==> src/skn_pkg.sv <==
// Shared types, constants and helpers for the Skein-512-512 hash core.
// No dependencies.
package skn_pkg;

  typedef logic [63:0]       word_t;
  typedef logic [7:0][63:0]  blk_t;
  typedef logic [8:0][63:0]  key_t;
  typedef logic [2:0][63:0]  twk_t;

  localparam word_t KEY_PARITY = 64'h1BD11BDAA9FC1A22;

  localparam blk_t SKEIN_IV = {
    64'hAE18A40B660FCC33, 64'h991112C71A75B523,
    64'hEABE394CA9D5C3F4, 64'h5DB62599DF6CA7B0,
    64'h9A255629FF352CB1, 64'h8FD1934127C79BCE,
    64'h0D95DE399746DF03, 64'h4903ADFF749C51CE
  };

  // Tweak words for message block (tail and head) and output UBI
  localparam word_t TW0_TAIL = 64'd64;
  localparam word_t TW1_TAIL = 64'hF000000000000000;
  localparam word_t TW0_HEAD = 64'd80;
  localparam word_t TW1_HEAD = 64'hB000000000000000;
  localparam word_t TW0_OUT  = 64'd8;
  localparam word_t TW1_OUT  = 64'hFF00000000000000;

  localparam logic [4:0] LAST_SUBKEY = 5'd18;

  function automatic word_t bswap64(input word_t v);
    word_t r;
    for (int i = 0; i < 8; i++) r[8*i +: 8] = v[8*(7-i) +: 8];
    return r;
  endfunction

  // Rotation constant for round d mod 8, mix i
  function automatic logic [5:0] rot_amt(input logic [2:0] d, input logic [1:0] i);
    logic [23:0] row;
    case (d)
      3'd0:    row = {6'd37, 6'd19, 6'd36, 6'd46};
      3'd1:    row = {6'd42, 6'd14, 6'd27, 6'd33};
      3'd2:    row = {6'd39, 6'd36, 6'd49, 6'd17};
      3'd3:    row = {6'd56, 6'd54, 6'd9,  6'd44};
      3'd4:    row = {6'd24, 6'd34, 6'd30, 6'd39};
      3'd5:    row = {6'd17, 6'd10, 6'd50, 6'd13};
      3'd6:    row = {6'd43, 6'd39, 6'd29, 6'd25};
      default: row = {6'd22, 6'd56, 6'd35, 6'd8};
    endcase
    return row[6*i +: 6];
  endfunction

endpackage

==> src/skn_round.sv <==
// One Threefish-512 round: four MIX functions and the word permutation.
// Depends on skn_pkg.
module skn_round (
  input  skn_pkg::blk_t     x,
  input  logic [2:0]        d,
  output skn_pkg::blk_t     y
);
  import skn_pkg::*;

  blk_t m;

  // MIX on each pair
  always_comb begin
    for (int i = 0; i < 4; i++) begin
      logic [5:0] n;
      word_t      a;
      word_t      b;
      n = rot_amt(d, 2'(i));
      a = x[2*i] + x[2*i+1];
      b = (x[2*i+1] << n) | (x[2*i+1] >> (7'd64 - {1'b0, n}));
      m[2*i]   = a;
      m[2*i+1] = a ^ b;
    end
  end

  // Permutation
  assign y[0] = m[2];
  assign y[1] = m[1];
  assign y[2] = m[4];
  assign y[3] = m[7];
  assign y[4] = m[6];
  assign y[5] = m[5];
  assign y[6] = m[0];
  assign y[7] = m[3];

endmodule

==> config.mk <==
export PLATFORM = sky130hd
export DESIGN_NAME = skn_round
export DESIGN_NICKNAME = d
export VERILOG_FILES = /design/src/skn_pkg.sv /design/src/skn_round.sv
export SDC_FILE = /design/constraint.sdc
export NUM_CORES = 2
export LEC_CHECK = 0
export BUFFER_PORTS_ARGS = -buffer_cell sky130_fd_sc_hd__buf_2
export CORE_AREA = 2 2 405 407
export DETAILED_ROUTE_END_ITERATION = 8
export DIE_AREA = 0 0 407 409
export PLACE_DENSITY = 0.47
export SLEW_MARGIN = 20
export SYNTH_ARGS = -nofsm -noshare
export SYNTH_HDL_FRONTEND = slang
export SYNTH_SLANG_ARGS = --single-unit
==> constraint.sdc <==
create_clock -name vclk -period 5.18
set_input_delay 0.259 -clock vclk [all_inputs]
set_output_delay 0.259 -clock vclk [all_outputs]
set_load 0.02 [all_outputs]
==> out/results.tsv <==
stage	metric	value	unit
setup_path	Crit-path slowest cell	a2111oi_0	
pwr	switching portion of total power	67.5	%
sta	final hold slack	0.928	ns
pwr	Clock power frac	0	%
yosys	Mapped Area	42700	µm²
yosys	Mapped Avg Cell Area	6.67	µm²
setup_path	critical path capture point	y[508]	
pwr	overall power	11.8	mW
setup_path	CP arrival	4.55	ns
route	Routed Antenna Nets	0	
floorplan	Die ar.	166000	µm²
setup_path	Setup CP Type	input port to output port	
global_routing	Total GRT Usage	32.7	%
setup_path	crit path cell chain	buf_2 -> ha_1 -> fa_1 -> a21oi_1 -> o211ai_1 -> a32oi_1 -> nor3_1 -> o31ai_1 -> a2111oi_0 -> o21ai_0 -> a21oi_1 -> a41oi_1 -> xnor2_1 -> buf_2	
run_status	status	completed	
global_routing	met2 Track Usage GR	51.9	%
global_routing	initial antenna violation count	19	
route	Pre-Repair DR Iteration Count	9	
pwr	portion of total power attributed to sequential cells	0	%
floorplan	FP Rows	148	
place	Placer Congestion	1.02	
sta	headroom to the max-slew limit	22.2	%
global_routing	GR Layer Usage met1	42.6	%
final_layout	Syn-to-layout area delta	17.5	%
sta	Tcrit/Tclk final	92.8	%
sta	Final Max Tran Viols	0	
sta	setup violators final	0	
sta	RSZ-0062 raised after global routing	false	
sta	fin crit period	4.81	ns
setup_path	Critical Path Max Stage Delay	1.03	ns
sta	f_max	0.208	GHz
setup_path	Startpoint Class	input port	
yosys	register area share after synthesis	0	%
setup_path	worst setup path startpoint	x[192]	
pwr	PwrDens	236	nW/µm²
final_layout	layout cells sized above 1	21.3	%
yosys	Syn. warnings	0	
global_routing	Most Crowded Layer GR	met2	
final_layout	fin nets	7870	
sta	actual slew at the worst max-slew pin	1.16	ns
setup_path	buffer and inverter count on the worst path	2	
setup_path	crit path capture type	output port	
route	vias	57300	
setup_path	Top delay family on crit path	compound AO/OA/AOI/OAI gates	
floorplan	io pins	1027	
floorplan	die width	407	µm
place	Cell Area, Placed	50100	µm²
setup_path	Crit path required time	4.92	ns
route	wire per inst	31.3	µm
pwr	Psw	7.99	mW
global_routing	total grt overflow	0	
final_layout	most frequent cells in the layout	1,024 x buf_2, 843 x nand2_1, 641 x mux2i_1	
route	Vias/cell	6.17	
final_layout	Cell Count, Final, Fillers Out	9282	
setup_path	CP max FO	6	
route	Routed WL	291000	µm
place	Buffers on Ports	1027	
yosys	Gate Count Post-Synth	6397	
cts	# resized after CTS	0	
final_layout	post-route design area	50100	µm²
yosys	Yosys cell types	103	
min_path	min-delay worst type	input port to output port	
route	Iteration-0 DRC Markers	7032	
yosys	Synthesized Nets	7172	
global_routing	largest net degree at the start of global routing	122	
final_layout	clock buffer count	0	
route	drt drc	0	
global_routing	met3 Usage GRT	5.96	%
pwr	internal power	3.84	mW
sta	Final TNS setup	0	ns
final_layout	FFs & Latches	0	
cts	hold buffer count at CTS	0	
pwr	Peak VDD IR	195	µV
pwr	Leakage	22.8	nW
flow_run	# Max-Cap Violations	0	
floorplan	CORE AREA	162000	µm²
pwr	combinational fraction of design power	100.0	%
sta	Hold Violations, Final	0	
global_routing	first-pass GRT wire length	403000	µm
place	post-DP HPWL	233000	µm
setup_path	critical path depth	14	
cts	postcts setup bufs	0	
place	Placed Cells	9268	
floorplan	DIE HEIGHT	409	µm
global_routing	vias in the first global route	53800	
final_layout	Reg area	0	µm²
final_layout	Filler Cell Count	18200	
final_layout	most common cell after layout, fill and taps aside	buf_2	
floorplan	Initial Util	26.3	%
-- power groups by stage --
stage | Sequential (mW) | Clock (mW) | Combinational (mW)
global placement | 0 | 0 | 11.6
floorplan | 0 | 0 | 7.10
global route | 0 | 0.000000261 | 12.4
finish | 0 | 0.000000301 | 11.8
detailed placement | 0 | 0 | 11.5
CTS | 0 | 0 | 11.6
-- tightest hold or removal path, cell delays in order --
cell and delay, ns:
buf_2 0.08, ha_1 0.16, buf_2 0.17
-- per-layer routing --
layer | up-vias | routed length, µm
li1 | 25300 | -
met1 | 27800 | 119000
met2 | 3545 | 130000
met3 | 628 | 26400
met4 | 8 | 15800
met5 | - | 57
-- kinds of logic after synthesis --
family	after synthesis	synth area share, %
AO/OA/AOI/OAI	2240	34.2
buffers and inverters	626	6.51
multiplexers	791	20.4
XOR/XNOR	521	10.9
AND/OR/NAND/NOR	1959	20.4
adder cells (fa/ha/maj)	260	7.69
-- through the flow --
stage / utilization (%) / setup slack [ns]
floorplan: - / 0.207
global placement: 30.9 / 0.574
detailed placement: 30.9 / 0.530
CTS: 30.9 / 0.505
global route: 30.9 / 0.0818
finish: 30.9 / 0.374
-- synthesized netlist by cell type, types with 84 or more instances --
cell | number | area, µm²
nand2_1 | 849 | 3190
xor2_1 | 183 | 1600
nor2_1 | 497 | 1870
xnor2_1 | 330 | 2890
mux2i_1 | 641 | 6420
a21o_1 | 199 | 1490
ha_1 | 256 | 3200
a21oi_1 | 641 | 3210
mux2_2 | 98 | 1100
buf_2 | 210 | 1050
o22ai_1 | 90 | 563
a211oi_1 | 116 | 871
nand3_1 | 154 | 771
inv_1 | 84 | 315
a31oi_1 | 158 | 988
clkbuf_1 | 247 | 927
o21ai_0 | 371 | 1860
-- worst min-delay path by stage --
stage,end,from,depth (start not counted)
6_report,y[256],x[384],3
5_1_grt,y[256],x[384],3
4_1_cts,y[256],x[384],3
3_5_place_dp,y[256],x[384],3
3_3_place_gp,y[256],x[384],3
2_1_floorplan,y[384],x[64],1
-- cell type report --
type / instances / area (µm²) / area share [%]
diodes: 14 / 35.0 / 0.0699
inverters: 87 / 340 / 0.679
multi-input cells: 5771 / 40100 / 80.1
well taps: 2175 / 2720 / 5.43
repair buffers: 1235 / 6890 / 13.8
No activity file was read; power rests on OpenSTA's default activity.
